### src/sv/edsc_pkg.sv
package edsc_pkg;

  localparam int COUNT_WIDTH = 16;

  typedef logic [COUNT_WIDTH-1:0] count_t;

  typedef enum logic [1:0] {
    KIND_ENC  = 2'd0,
    KIND_BTN  = 2'd1,
    KIND_TICK = 2'd2,
    KIND_NONE = 2'd3
  } kind_t;

  typedef enum logic [1:0] {
    RUN_POSITION = 2'd0,
    RUN_CW       = 2'd1,
    RUN_CCW      = 2'd2,
    RUN_STOP     = 2'd3
  } run_t;

  typedef struct packed {
    kind_t      kind;
    logic       enc_clk;
    logic       enc_dt;
    logic       enc_switch;
    logic [3:0] buttons;
  } cmd_t;

  localparam int CFG_INDEX_WIDTH = 2;
  localparam int CFG_DATA_WIDTH  = 7;

  localparam logic [CFG_INDEX_WIDTH-1:0] CFG_COARSE_STEP = 2'd0;
  localparam logic [CFG_INDEX_WIDTH-1:0] CFG_SPEED_BASE  = 2'd1;
  localparam logic [CFG_INDEX_WIDTH-1:0] CFG_SPEED_MAX   = 2'd2;

  localparam logic [6:0] COARSE_STEP_RESET = 7'd10;
  localparam logic [3:0] SPEED_BASE_RESET  = 4'd10;
  localparam logic [3:0] SPEED_MAX_RESET   = 4'd9;

endpackage

### src/sv/edsc_front.sv
module edsc_front (
  input  logic              in_valid,
  input  logic [1:0]        mode,
  input  logic              enc_clk,
  input  logic              enc_dt,
  input  logic              enc_switch_pressed,
  input  logic [3:0]        buttons_pressed,
  input  logic              q_full,
  output logic              in_stall,
  output logic              push,
  output edsc_pkg::cmd_t    cmd
);
  import edsc_pkg::*;

  assign in_stall = q_full;
  assign push     = in_valid && !q_full;

  // classify the event and keep only the fields its kind uses
  always_comb begin
    cmd = '0;
    cmd.kind = kind_t'(mode);
    unique case (cmd.kind)
      KIND_ENC: begin
        cmd.enc_clk    = enc_clk;
        cmd.enc_dt     = enc_dt;
        cmd.enc_switch = enc_switch_pressed;
      end
      KIND_BTN:  cmd.buttons = buttons_pressed;
      KIND_TICK: ;
      KIND_NONE: ;
      default:   ;
    endcase
  end

endmodule

### src/sv/edsc_queue.sv
module edsc_queue (
  input  logic           clk,
  input  logic           rst,
  input  logic           push,
  input  edsc_pkg::cmd_t cmd_in,
  input  logic           pop,
  output edsc_pkg::cmd_t cmd_out,
  output logic           q_valid,
  output logic           full
);
  import edsc_pkg::*;

  cmd_t       entry [2];
  logic       wr_ptr;
  logic       rd_ptr;
  logic [1:0] fill;

  assign full    = (fill == 2'd2);
  assign q_valid = (fill != 2'd0);
  assign cmd_out = entry[rd_ptr];

  always_ff @(posedge clk) begin
    if (push) begin
      entry[wr_ptr] <= cmd_in;
    end
    if (rst) begin
      wr_ptr <= 1'b0;
      rd_ptr <= 1'b0;
      fill   <= 2'd0;
    end else begin
      if (push) begin
        wr_ptr <= !wr_ptr;
      end
      if (pop) begin
        rd_ptr <= !rd_ptr;
      end
      unique case ({push, pop})
        2'b10:   fill <= fill + 2'd1;
        2'b01:   fill <= fill - 2'd1;
        default: fill <= fill;
      endcase
    end
  end

  a_no_overflow: assert property (@(posedge clk) disable iff (rst) !(push && full))
    else $error("queue written while full");
  a_fill_range: assert property (@(posedge clk) disable iff (rst) fill != 2'd3)
    else $error("queue fill out of range");
  a_pop_drains: assert property (@(posedge clk) disable iff (rst)
    (pop && !push) |=> (fill == $past(fill) - 2'd1))
    else $error("queue fill did not drop on pop");

endmodule

### src/sv/edsc_back.sv
module edsc_back (
  input  logic                                     clk,
  input  logic                                     rst,
  input  logic                                     cfg_write_en,
  input  logic [edsc_pkg::CFG_INDEX_WIDTH-1:0]     cfg_index,
  input  logic [edsc_pkg::CFG_DATA_WIDTH-1:0]      cfg_data,
  input  logic                                     q_valid,
  input  edsc_pkg::cmd_t                           cmd,
  output logic                                     pop,
  output logic                                     out_valid,
  input  logic                                     out_stall,
  output logic [3:0]                               coil_drive,
  output logic signed [15:0]                       display_value,
  output logic [1:0]                               run_mode,
  output logic signed [15:0]                       position,
  output logic signed [15:0]                       target_position
);
  import edsc_pkg::*;

  localparam int SW = COUNT_WIDTH + 2;
  localparam logic signed [SW-1:0] SPEED_LO = SW'(1);
  localparam logic signed [SW-1:0] SPEED_HI = SW'(15);

  logic [6:0] coarse_step;
  logic [3:0] speed_base;
  logic [3:0] speed_max;

  run_t       run_reg, run_next;
  count_t     cnt, cnt_next;
  count_t     target, target_next;
  count_t     pos, pos_next;
  logic [2:0] phase, phase_next;
  logic       last_clk, last_clk_next;
  logic [3:0] coil, coil_next;
  logic [3:0] countdown, countdown_next;

  count_t                 step;
  count_t                 cnt_max;
  logic signed [SW-1:0]   speed;
  logic signed [SW-1:0]   speed_sat;

  function automatic logic [2:0] phase_up(input logic [2:0] p);
    return (p >= 3'd1 && p <= 3'd3) ? p + 3'd1 : 3'd1;
  endfunction

  function automatic logic [2:0] phase_down(input logic [2:0] p);
    return (p >= 3'd2 && p <= 3'd4) ? p - 3'd1 : 3'd4;
  endfunction

  // phase outside one to four leaves the coils as they are
  function automatic logic [3:0] drive(input logic [2:0] p, input logic [3:0] c);
    logic [3:0] r;
    r = c;
    if (p >= 3'd1 && p <= 3'd4) begin
      r = 4'b0001 << (p - 3'd1);
    end
    return r;
  endfunction

  assign pop = q_valid && (!out_valid || !out_stall);

  always_comb begin
    run_next       = run_reg;
    cnt_next       = cnt;
    target_next    = target;
    pos_next       = pos;
    phase_next     = phase;
    last_clk_next  = last_clk;
    coil_next      = coil;
    countdown_next = countdown;
    step    = (cmd.enc_switch && run_reg == RUN_POSITION) ? count_t'(coarse_step) : count_t'(1);
    cnt_max = count_t'(speed_max);
    speed   = $signed({2'b00, count_t'(speed_base)})
            - $signed({cnt[COUNT_WIDTH-1], cnt[COUNT_WIDTH-1], cnt});
    if (speed < SPEED_LO) begin
      speed_sat = SPEED_LO;
    end else if (speed > SPEED_HI) begin
      speed_sat = SPEED_HI;
    end else begin
      speed_sat = speed;
    end

    unique case (cmd.kind)
      KIND_ENC: begin
        if (cmd.enc_clk != last_clk) begin
          if (!cmd.enc_clk) begin
            cnt_next = cmd.enc_dt ? cnt - step : cnt + step;
          end
          target_next = cnt_next;
        end
        // clamp after the target copy, on every sample in a run mode
        if (run_reg == RUN_CW || run_reg == RUN_CCW) begin
          if ($signed(cnt_next) > $signed(cnt_max)) begin
            cnt_next = cnt_max;
          end else if (cnt_next[COUNT_WIDTH-1]) begin
            cnt_next = '0;
          end
        end
        last_clk_next = cmd.enc_clk;
      end
      KIND_BTN: begin
        if (cmd.buttons[0]) begin
          run_next    = RUN_POSITION;
          cnt_next    = '0;
          pos_next    = '0;
          target_next = '0;
        end
        if (cmd.buttons[1]) begin
          run_next = RUN_CW;
          cnt_next = '0;
        end
        if (cmd.buttons[2]) begin
          run_next = RUN_CCW;
          cnt_next = '0;
        end
        if (cmd.buttons[3]) begin
          run_next = RUN_STOP;
        end
      end
      KIND_TICK: begin
        if (run_reg == RUN_POSITION) begin
          if ($signed(target) > $signed(pos)) begin
            pos_next   = pos + count_t'(1);
            phase_next = phase_up(phase);
            coil_next  = drive(phase_next, coil);
          end else if ($signed(target) < $signed(pos)) begin
            pos_next   = pos - count_t'(1);
            phase_next = phase_down(phase);
            coil_next  = drive(phase_next, coil);
          end
        end else if (run_reg == RUN_CW || run_reg == RUN_CCW) begin
          if (countdown == 4'd0) begin
            // drive the current phase, then advance
            coil_next      = drive(phase, coil);
            phase_next     = (run_reg == RUN_CW) ? phase_up(phase) : phase_down(phase);
            countdown_next = 4'(speed_sat - SPEED_LO);
          end else begin
            countdown_next = countdown - 4'd1;
          end
        end
      end
      KIND_NONE: ;
      default: ;
    endcase

    if (run_next == RUN_STOP) begin
      coil_next = 4'd0;
    end
  end

  always_ff @(posedge clk) begin
    if (pop) begin
      coil_drive      <= coil_next;
      display_value   <= (run_next == RUN_STOP) ? 16'sd0 : 16'(cnt_next);
      run_mode        <= run_next;
      position        <= 16'(pos_next);
      target_position <= 16'(target_next);
    end
    if (rst) begin
      coarse_step <= COARSE_STEP_RESET;
      speed_base  <= SPEED_BASE_RESET;
      speed_max   <= SPEED_MAX_RESET;
      run_reg     <= RUN_POSITION;
      cnt         <= '0;
      target      <= '0;
      pos         <= '0;
      phase       <= 3'd0;
      last_clk    <= 1'b1;
      coil        <= 4'd0;
      countdown   <= 4'd0;
      out_valid   <= 1'b0;
    end else begin
      if (cfg_write_en) begin
        unique case (cfg_index)
          CFG_COARSE_STEP: coarse_step <= cfg_data;
          CFG_SPEED_BASE:  speed_base  <= cfg_data[3:0];
          CFG_SPEED_MAX:   speed_max   <= cfg_data[3:0];
          default: ;
        endcase
      end
      if (pop) begin
        run_reg   <= run_next;
        cnt       <= cnt_next;
        target    <= target_next;
        pos       <= pos_next;
        phase     <= phase_next;
        last_clk  <= last_clk_next;
        coil      <= coil_next;
        countdown <= countdown_next;
        out_valid <= 1'b1;
      end else if (!out_stall) begin
        out_valid <= 1'b0;
      end
    end
  end

  a_coil_onehot: assert property (@(posedge clk) disable iff (rst)
    out_valid |-> $onehot0(coil_drive))
    else $error("coil drive not one-hot");
  a_stop_released: assert property (@(posedge clk) disable iff (rst)
    (out_valid && run_mode == RUN_STOP) |-> (coil_drive == 4'd0 && display_value == 16'sd0))
    else $error("stop mode result not released");
  a_hold_result: assert property (@(posedge clk) disable iff (rst)
    (out_valid && out_stall) |=> (out_valid && $stable(position) && $stable(coil_drive)))
    else $error("stalled result lost");

endmodule

### src/sv/encoder_driven_stepper_controller.sv
// Path: an item accepted into the queue is popped by the state update, which
//   loads the output register with its result.
// Throughput: one item per cycle unless stalled; the back end updates the whole
//   motor state at once; the two-entry queue takes items while a result stalls.
// Reset (rst, synchronous): position mode, counts, phase and coils cleared,
//   queue empty, no result valid; registers return to 10, 10 and 9.
module encoder_driven_stepper_controller (
  input  logic                                 clk,
  input  logic                                 rst,
  input  logic                                 cfg_write_en,
  input  logic [edsc_pkg::CFG_INDEX_WIDTH-1:0] cfg_index,
  input  logic [edsc_pkg::CFG_DATA_WIDTH-1:0]  cfg_data,
  input  logic                                 in_valid,
  output logic                                 in_stall,
  input  logic [1:0]                           mode,
  input  logic                                 enc_clk,
  input  logic                                 enc_dt,
  input  logic                                 enc_switch_pressed,
  input  logic [3:0]                           buttons_pressed,
  output logic                                 out_valid,
  input  logic                                 out_stall,
  output logic [3:0]                           coil_drive,
  output logic signed [15:0]                   display_value,
  output logic [1:0]                           run_mode,
  output logic signed [15:0]                   position,
  output logic signed [15:0]                   target_position
);
  import edsc_pkg::*;

  cmd_t front_cmd;
  cmd_t back_cmd;
  logic push;
  logic pop;
  logic q_valid;
  logic q_full;

  edsc_front u_front (
    .in_valid           (in_valid),
    .mode               (mode),
    .enc_clk            (enc_clk),
    .enc_dt             (enc_dt),
    .enc_switch_pressed (enc_switch_pressed),
    .buttons_pressed    (buttons_pressed),
    .q_full             (q_full),
    .in_stall           (in_stall),
    .push               (push),
    .cmd                (front_cmd)
  );

  edsc_queue u_queue (
    .clk     (clk),
    .rst     (rst),
    .push    (push),
    .cmd_in  (front_cmd),
    .pop     (pop),
    .cmd_out (back_cmd),
    .q_valid (q_valid),
    .full    (q_full)
  );

  edsc_back u_back (
    .clk             (clk),
    .rst             (rst),
    .cfg_write_en    (cfg_write_en),
    .cfg_index       (cfg_index),
    .cfg_data        (cfg_data),
    .q_valid         (q_valid),
    .cmd             (back_cmd),
    .pop             (pop),
    .out_valid       (out_valid),
    .out_stall       (out_stall),
    .coil_drive      (coil_drive),
    .display_value   (display_value),
    .run_mode        (run_mode),
    .position        (position),
    .target_position (target_position)
  );

endmodule

### config.mk
export PLATFORM = sky130hd
export DESIGN_NAME = encoder_driven_stepper_controller
export DESIGN_NICKNAME = d
export VERILOG_FILES = /design/src/sv/edsc_pkg.sv /design/src/sv/edsc_front.sv /design/src/sv/edsc_queue.sv /design/src/sv/edsc_back.sv /design/src/sv/encoder_driven_stepper_controller.sv
export SDC_FILE = /design/constraint.sdc
export NUM_CORES = 1
export LEC_CHECK = 0
export BUFFER_PORTS_ARGS = -buffer_cell sky130_fd_sc_hd__buf_2
export CORE_MARGIN = 2
export CORE_UTILIZATION = 35
export DETAILED_ROUTE_END_ITERATION = 10
export PLACE_DENSITY = 0.54
export SLEW_MARGIN = 5
export SYNTH_ARGS = -nofsm -noshare
export SYNTH_HDL_FRONTEND = slang
export SYNTH_SLANG_ARGS = --single-unit
export TNS_END_PERCENT = 1
### constraint.sdc
create_clock -name clk -period 5.2 [get_ports clk]
set_input_delay 0.52 -clock clk [delete_from_list [all_inputs] [get_ports clk]]
set_output_delay 0.52 -clock clk [all_outputs]
set_load 0.02 [all_outputs]
# == After elaboration in Yosys (flattened, before gate mapping) ==
# Memory sizes are Yosys's and may differ from the RTL's. A register that Yosys moved wholly into a read port is not among the register bits.
# Index checks and enable logic that the tools add are counted.
# word_totals
output_inout_bits,56
input_bits,23
memories,1
register_bits,136
mem_bits_rw,18
word_cells,150
# classes
order_cmp,13
shift,3
muxes,55
n_bitwise,1
n_eq_ne,14
n_reduce_logical,30
n_addsub,13
# memory_table
memory,words,width,read_ports,rd_clocked_by_memory_dff,wr,line_no,source
u_queue.entry,2,9,1,1,1,edsc_queue.sv:13,cmd_t entry [2];
# op_table
op,n
$mux 16,15
$pmux 16 s2,3
$mux 4,14
$mux 3,9
$gt 17x5->1 const B,1
$lt 17x2->1 const B,1
$sub 5x16->17,1
$add 16x1->16 const B,1
$add 16x7->16,1
$gt 16x16->1,1
$gt 16x5->1,1
$lt 16x16->1,1
$sub 16x1->16 const B,1
$sub 16x7->16,1
$mux 15,1
$eq 2x2->1 const B,6
$shl 1x3->4 const A,3
$eq 2x1->1 const B,5
$mux 2,5
$ge 3x1->1 const B,3
$le 3x3->1 const B,3
$sub 3x1->3 const B,3
$logic_and 1x1->1,8
$logic_not 2->1,4
21 further kinds,37

# == Depth between registers and ports, before layout ==
# Gate-level depths: netlist of run 1.
# logic_depth
ltp_word,12
depth_mapped,22
ltp_nobuf,21

# == Hierarchy ==
# From an unflattened synthesis of run 1, not the netlist that was laid out.
# hier_totals
cells_unflattened,1200
hier_area_um2,10211.0
# modules_own_cells
module,n_inst,seq_area_each_um2,cells_per_inst,area_per_inst_um2
edsc_back,1,3183.1,1139,9270.1
edsc_queue,1,640.6,50,854.6
edsc_front,1,0.0,11,86.3

# == Worst setup path before layout of run 1 ==
# Ideal clock, no wire load.
# synth_path
path_kind,register to register
startpoint,register with a tool-made name
endpoint,"register u_back.display_value[0], data pin"
path_buffers,2
setup_time_ns,0.269
t_arrival_ns,4.338
setup_slack_ns,0.593
path_stages_with_launch,22
synth_period_minus_slack_ns,4.607
required_ns,4.931
cell_sequence,dfxtp_1 -> buf_6 -> mux2_2 -> and2_1 -> clkbuf_1 -> nand2b_1 -> a21oi_1 -> a311oi_1 -> inv_1 -> ha_1 -> nand2_1 -> o21ai_0 -> xnor2_1 -> o21ai_0 -> ha_1 -> o21ai_0 -> o21a_1 -> o2111ai_1 -> or4_4 -> or2_1 -> a22oi_1 -> a21oi_1
# synth_rtl
item,line_no,source
end signal: assignment,edsc_back.sv:154,display_value <= (run_next == RUN_STOP) ? 16'sd0 : 16'(cnt_next);
end: declaration,edsc_back.sv:13,"output logic signed [15:0] display_value,"

==> metrics.md, run 1 <==
| Metric | Value |
|---|---|
| Status | finished clean |
| Initial antenna violation count | 1 |
| Clock H-tree levels | 4 |
| Max Freq | 210 MHz |
| Top cell type's share of synthesized area | 20.7% |
| Max-cap violations | 0 |
| Crit share post-route | 91.4% |
| Prevailing post-synth register cell | dfxtp_1 |
| Final hold slack | 311 ps |
| Core area | 29500 um2 |
| Mapped Nets | 1322 |
| #FFs+latches synth | 155 |
| DIE HEIGHT | 177 um |
| Buffers inserted by post-CTS timing repair | 0 |
| Final hold violations | 0 |
| Final nets | 1361 |
| R2r setup slk | 450 ps |
| Final antenna-violating net count | 0 |
| Hold Startpoint | mode[0] |
| Slew headroom | 36.9% |
| Pin count of the biggest net entering global routing | 53 |
| Cell Area, Synth | 10400 um2 |
| Worst skew pair latency | 440 ps |
| Die ar. | 31200 um2 |
| DR WL/cell | 18.6 um |
| HPWL after DPL | 22700 um |
| Clock skew | 10.5 ps |
| Mapped Avg Cell Area | 8.45 um2 |
| Critical Path Max Stage Delay | 540 ps |
| Netlist cell types | 81 |
| End of the worst hold path | u_queue.entry[0][7]$_DFFE_PP_ |
| Hold WC Path Type | input port to register |
| Vias in the first global route | 8737 |
| Global-route wire length before repair | 49100 um |
| Count leader, synth | nand2_1 |
| Final std cells w/o fill | 1678 |
| Post-synth EDFFs | 72 |
| Initial core utilization | 35.4% |
| Worst IR Drop VDD | 0.387 mV |
| Drt pass-1 iters | 5 |
| # DRC | 0 |
| Max FFs per register | 18 |
| I/O Pins | 79 |
| Slew @ Worst Pin | 935 ps |
| Dpl cells | 1646 |
| Critical path data arrival time | 4930 ps |
| RSZ-0062 raised after global routing | false |
| RePlAce Congestion | 0.898 |
| Crit end category | register |
| Slowest CP cell | or4_4 |
| Crit Path Max Fanout | 8 |
| Clock slew seen by the registers of the worst setup and hold paths | 70 ps |
| Root Buffer | clkbuf_16 |
| Clk buf depth | 2 |
| Crit-path leading delay family | compound AO/OA/AOI/OAI gates |
| CP Buf/Inv Count | 1 |
| Most common library cells after synthesis | nand2_1 (158), nor2_1 (101), dfxtp_1 (83) |
| Vias/cell | 5.64 |
| Crit path cell chain | mux2_2, and2_1, nand2b_1, a21oi_1, a311oi_2, inv_1, ha_1, nand2_1, o21ai_0, xnor2_1, o21ai_0, ha_1, o21ai_0, o21a_1, o2111ai_1, or4_4, or2_1, a22oi_1, a21oi_1 |
| Number of setup violations in the final report | 0 |
| Final min period | 4750 ps |
| Pwr dens | 781 nW/um2 |
| Diode count | 0 |
| Clk sink count | 155 |
| DRT iter0 DRCs | 914 |
| Total CTS buffers | 17 |
| Total grt overflow | 0 |
| Seq/Total Area, Yosys | 36.6% |
| Top reg by flops | u_queue.entry |
| WS Path Type | register to register |
| Cell count after synthesis | 1236 |
| Worst hold path stage count | 1 |
| Die Wd | 177 um |
| Worst setup SP type | register |
| LEAKAGE | 4.63 nW |
| GRT Util Overall | 20.1% |
| Worst R2R End | u_back.display_value[3]$_SDFFCE_PN0P_ |
| Worst endpoint required time | 5380 ps |
| CTS tree | yes |
| Final wirelength | 31100 um |
| DR vias | 9463 |
| Crit-path most repeated cell | o21ai_0 |
| Core Rows | 63 |
| Synth area leaders | edfxtp_1 (21%), dfxtp_1 (16%), ha_1 (7.3%), nand2_1 (5.7%), a21oi_1 (3.6%) |
| Overall Power | 9.19 mW |
| Worst reg2reg path depth | 19 |
| Final Max Tran Viols | 0 |
| Post-synth top area cell | edfxtp_1 |
| TNS Setup | 0 ps |
| Syn. warnings | 0 |
| Fraction of layout cells with a size suffix above 1 | 12.8% |
| Async S/R FF share, synth | 0% |
| IO Port Bufs | 78 |
| Syn-to-layout area delta | 12.7% |
## where the power goes
part / internal [mW] / switching (mW)
Clock: 0.707 / 0.578
Sequential: 1.77 / 0.269
Combinational: 2.06 / 3.81
## routing by layer
layer	vias to the layer above	wire (um)	track usage, %
met4	0	879	7.44
met2	308	14000	31.3
met5	-	0	0
met3	46	1690	3.01
met1	4459	14500	28.3
li1	4650	-	-
## cell usage in the layout, fill, tap and decap left out, drive strengths merged, types with 18 or more instances in the layout
master  instances
a21oi          76
a22oi          25
a31oi          27
and2           19
buf            99
clkbuf         18
dfxtp          83
edfxtp         72
ha             61
inv            69
mux2i          32
nand2         159
nand3          47
nor2          101
nor3           28
o21ai          76
## stage by stage
| step | area, um2 | worst slack [ps] | utilization (%) |
|---|---|---|---|
| after CTS | 11800 | 386 | 39.9 |
| after global routing | 11800 | 48.4 | 39.9 |
| after detailed placement | 11200 | 405 | 37.9 |
| after floorplan | 10400 | 593 | - |
| final | 11800 | 449 | 39.9 |
| after global placement | 11200 | 511 | 37.9 |
## worst register-to-register path, cell delays in order (launching register included)
cell and delay [ps]:
dfxtp_1 340, mux2_2 360, and2_1 230, nand2b_1 120, a21oi_1 90, a311oi_2 280
inv_1 80, ha_1 290, nand2_1 50, o21ai_0 280, xnor2_1 150, o21ai_0 260
ha_1 300, o21ai_0 170, o21a_1 140, o2111ai_1 130, or4_4 540, or2_1 330
a22oi_1 250, a21oi_1 100
## area by class of cell
| type | instances | area, um2 |
|---|---|---|
| clock inverters | 14 | 143 |
| repair buffers | 99 | 548 |
| well taps | 390 | 488 |
| flip-flops and latches | 155 | 3820 |
| inverters | 58 | 220 |
| multi-input cells | 944 | 6100 |
| fillers | 2990 | 17700 |
| clock buffers | 18 | 450 |
## logic make-up (layout without fill, tap and decap cells)
| family | count (synthesis) | in the layout | share of synthesized area (%) |
|---|---|---|---|
| and+or+nand+nor | 455 | 455 | 20.6 |
| AOI/OAI and AO/OA | 361 | 361 | 23.8 |
| DFF | 155 | 155 | 36.6 |
| buffers and inverters | 137 | 189 | 5.13 |
| adders and majority gates | 63 | 63 | 7.69 |
| muxes | 40 | 40 | 4.05 |
| xor gates and xnor gates | 25 | 25 | 2.10 |
## what timing repair did
action,4_1_cts,5_1_grt
setup endpoints to repair,0,5
gates resized for setup,0,1
hold buffers,0,0
## worst max-delay path by stage
stage	from	to	slack [ps]	depth (start not counted)
global route	register	u_back.display_value[0]$_SDFFCE_PN0P_	50	19
detailed placement	u_back.run_reg[0]$_SDFFE_PP0P_	u_back.display_value[2]$_SDFFCE_PN0P_	410	20
finish	register	u_back.display_value[3]$_SDFFCE_PN0P_	450	19
floorplan	register	u_back.display_value[0]$_SDFFCE_PN0P_	590	21
CTS	register	u_back.display_value[3]$_SDFFCE_PN0P_	390	19
global placement	register	u_back.display_value[0]$_SDFFCE_PN0P_	510	19
Power figures use the tool's default switching activity.
==> run 2: changes to the inputs <==
--- a/config.mk
+++ b/config.mk
@@ -5,11 +5,13 @@
 export SDC_FILE = /design/constraint.sdc
 export NUM_CORES = 1
 export LEC_CHECK = 0
+export ABC_AREA = 1
 export BUFFER_PORTS_ARGS = -buffer_cell sky130_fd_sc_hd__buf_2
 export CORE_MARGIN = 2
 export CORE_UTILIZATION = 35
 export DETAILED_ROUTE_END_ITERATION = 10
 export PLACE_DENSITY = 0.54
+export RECOVER_POWER = 50
 export SLEW_MARGIN = 5
 export SYNTH_ARGS = -nofsm -noshare
 export SYNTH_HDL_FRONTEND = slang
==> metrics.md, run 2 <==
| Metric | Value |
|---|---|
| Status | finished, violations left |
| Failing checks | capacitance limit, slew limit |
| Pin count of the biggest net entering global routing | 92 (+74%) |
| # DRC | 0 (unchanged) |
| Total CTS buffers | 17 (unchanged) |
| Final wirelength | 32000 um (+2.7%) |
| Count leader, synth | nand2_1 |
| Final min period | 4410 ps (-340 ps) |
| Gates resized, CTS repair | 0 (unchanged) |
| Cell Area, Synth | 10600 um2 (+1.5%) |
| HPWL after DPL | 23800 um (+4.8%) |
| Final antenna-violating net count | 0 (unchanged) |
| Final Max Tran Viols | 103 (+103) |
| Post-synth EDFFs | 72 (unchanged) |
| IO Port Bufs | 78 (unchanged) |
| Drt pass-1 iters | 5 (unchanged) |
| Worst skew pair latency | 440 ps (about the same) |
| GRT met3 Usage | 3.28% (+0.28 points) |
| Prevailing post-synth register cell | dfxtp_1 |
| #FFs+latches synth | 155 (unchanged) |
| Sequential cell area | 3820 um2 (unchanged) |
| Number of setup violations in the final report | 0 (unchanged) |
| Mapped Nets | 1585 (+20%) |
| WS Path Type | register to register |
| Clk buf depth | 2 (unchanged) |
| Final nets | 1641 (+21%) |
| Final hold violations | 0 (unchanged) |
| CTS tree | yes |
| Slew headroom | -89.8% (-130 points) |
| Synth Area in Simple Gates | 27.2% (+6.6 points) |
| Clock slew seen by the registers of the worst setup and hold paths | 70 ps (about the same) |
| TNS Setup | 0 ps (unchanged) |
| GR Util met2 | 34.3% (+3.1 points) |
| Top cell type's share of synthesized area | 20.4% (-0.31 points) |
| Hold WC Path Type | input port to register |
| Initial antenna violation count | 0 (-1) |
| Most common library cells after synthesis | nand2_1 (328), inv_1 (244), o21ai_0 (134) |
| Mux contribution to synthesized area | 0.189% (-3.9 points) |
| Main combinational cell family by area after synthesis | simple AND/OR/NAND/NOR gates |
| Post-CTS Hold Fix Bufs | 0 (unchanged) |
| DIE HEIGHT | 178 um (+0.74%) |
| Max-cap violations | 2 (+2) |
| Grt met1 use | 27.9% (-0.43 points) |
| Vias/cell | 5.12 (-9.3%) |
| DRT iter0 DRCs | 874 (-4.4%) |
| Netlist cell types | 54 (-33%) |
| Async S/R FF share, synth | 0% (unchanged) |
| Crit share post-route | 84.8% (-6.5 points) |
| Syn-to-layout area delta | 11.8% |
| Clock H-tree levels | 4 (unchanged) |
| DR vias | 10000 (+5.9%) |
| Most common cell after layout, fill and taps aside | nand2_1 |
| RSZ-0062 raised after global routing | false |
| Seq/Total Area, Yosys | 36.1% (-0.55 points) |
| Diode count | 0 (unchanged) |
| Core area | 29700 um2 (+0.80%) |
| I/O Pins | 79 (unchanged) |
| Buffers inserted by post-CTS timing repair | 0 (unchanged) |
| Commonest non-fill, non-tap cells in the layout | nand2_1 (328), inv_1 (244), o21ai_0 (134), nor2_1 (113), a21oi_1 (109) |
| Initial core utilization | 35.7% (+0.25 points) |
| Crit end category | register |
| Synth area leaders | edfxtp_1 (20%), dfxtp_1 (16%), nand2_1 (12%), inv_1 (8.6%), ha_1 (7.2%) |
| Core Rows | 63 (unchanged) |
| Global-route wire length before repair | 50800 um (+3.3%) |
| Root Buffer | clkbuf_16 |
| Slew @ Worst Pin | 2850 ps (+1910 ps) |
| Total grt overflow | 0 (unchanged) |
| Max FFs per register | 18 (unchanged) |
| Post-synth top area cell | edfxtp_1 |
| Syn. warnings | 0 (unchanged) |
| Top reg by flops | u_queue.entry |
| Clock skew | 11.3 ps (+0.830 ps) |
| Multi-input gate area | 5600 um2 (-8.1%) |
| Vias in the first global route | 9302 (+6.5%) |
| Die Wd | 178 um (+0.74%) |
| Clk sink count | 155 (unchanged) |
| Max Freq | 227 MHz (+7.7%) |
| Fraction of layout cells with a size suffix above 1 | 6.95% (-5.9 points) |
| Critical path data arrival time | 4680 ps (-250 ps) |
| Layer with the highest usage | met2 |
| RePlAce Congestion | 0.932 (+3.7%) |
| XOR/XNOR Fraction of Synth Area | 1.74% (-0.36 points) |
| DR WL/cell | 16.3 um (-12%) |
| Filler instances | 3178 (+6.3%) |
| Worst setup SP type | register |
| Worst endpoint required time | 5470 ps (+90 ps) |
| GRT Util Overall | 20.6% (+0.47 points) |
| Die ar. | 31700 um2 (+1.5%) |
| Adder-Cell Fraction of Synth Area | 7.58% (-0.12 points) |
| Cell count after synthesis | 1499 (+21%) |
| Synth Area in Compound Gates | 16.1% (-7.6 points) |
| Mapped Avg Cell Area | 7.07 um2 (-16%) |
| Crit Path Max Fanout | 6 (-2) |
-- run 2: area by class of cell --
cell class	count	share of cell area, %
sequential	155	32.3
timing repair buffer	86	3.16
tap	390	4.12
clock inverter	12	1.27
multi-input combinational	1045	47.3
clock buffer	20	3.95
inverter	250	8.00
-- run 2: cell families after synthesis --
| family | count (synthesis) |
|---|---|
| mux | 2 |
| fa+ha+maj | 63 |
| flops | 155 |
| compound gates | 311 |
| simple gates | 648 |
| buf+inv | 299 |
| xor+xnor | 21 |
-- run 2: critical path, stage by stage, from the launching register on --
cell	delay (ps)
dfxtp_1	310
inv_1	110
ha_1	360
inv_1	260
a21oi_4	230
inv_1	70
nor2_1	120
xor2_1	200
inv_1	80
fa_1	440
xnor2_1	170
nor2_1	80
a21oi_1	200
ha_1	270
nand2_1	80
o21bai_1	110
a21oi_1	110
a21oi_1	130
nand4_1	100
nor2_1	120
nand4_2	190
nand2_2	150
nand3_1	80
nand2_1	90
nand2_1	70
a21oi_1	130
-- run 2: stage by stage --
stage          hold WS [ps]  setup WS, ps  cells  utilization, %  instance area (um2)
2_1_floorplan           426          1370   1499               -                10600
3_3_place_gp            438           918   1926            38.1                11300
3_5_place_dp            444           796   1926            38.1                11300
4_1_cts                 294           783   1958            40.2                11900
5_1_grt                 300           302   1958            39.9                11900
6_report                300           789   1958            39.9                11900
-- run 2: worst paths after layout --
check                                       from                                    end  slack [ps]  cells after the start
setup / recovery  u_back.run_reg[1]$_SDFFE_PP0P_  u_back.display_value[2]$_SDFFCE_PN0P_         790                     25
hold / removal                       cfg_data[6]     u_back.coarse_step[6]$_SDFFE_PP0P_         300                      3
setup reg to reg  u_back.run_reg[1]$_SDFFE_PP0P_  u_back.display_value[2]$_SDFFCE_PN0P_         790                     25
hold reg to reg      u_queue.rd_ptr$_SDFFE_PP0P_            u_queue.rd_ptr$_SDFFE_PP0P_         460                      1
-- run 2: per-layer routing --
layer,share of wire (%),wire length (um),up-vias
li1,-,-,5088
met1,47,14900,4596
met2,47,14900,288
met3,4.8,1530,48
met4,1.9,598,0
met5,0,0,-
Power of run 2 is not shown: default switching activity piles up to over one toggle a cycle in this logic, so the estimate is an artifact.
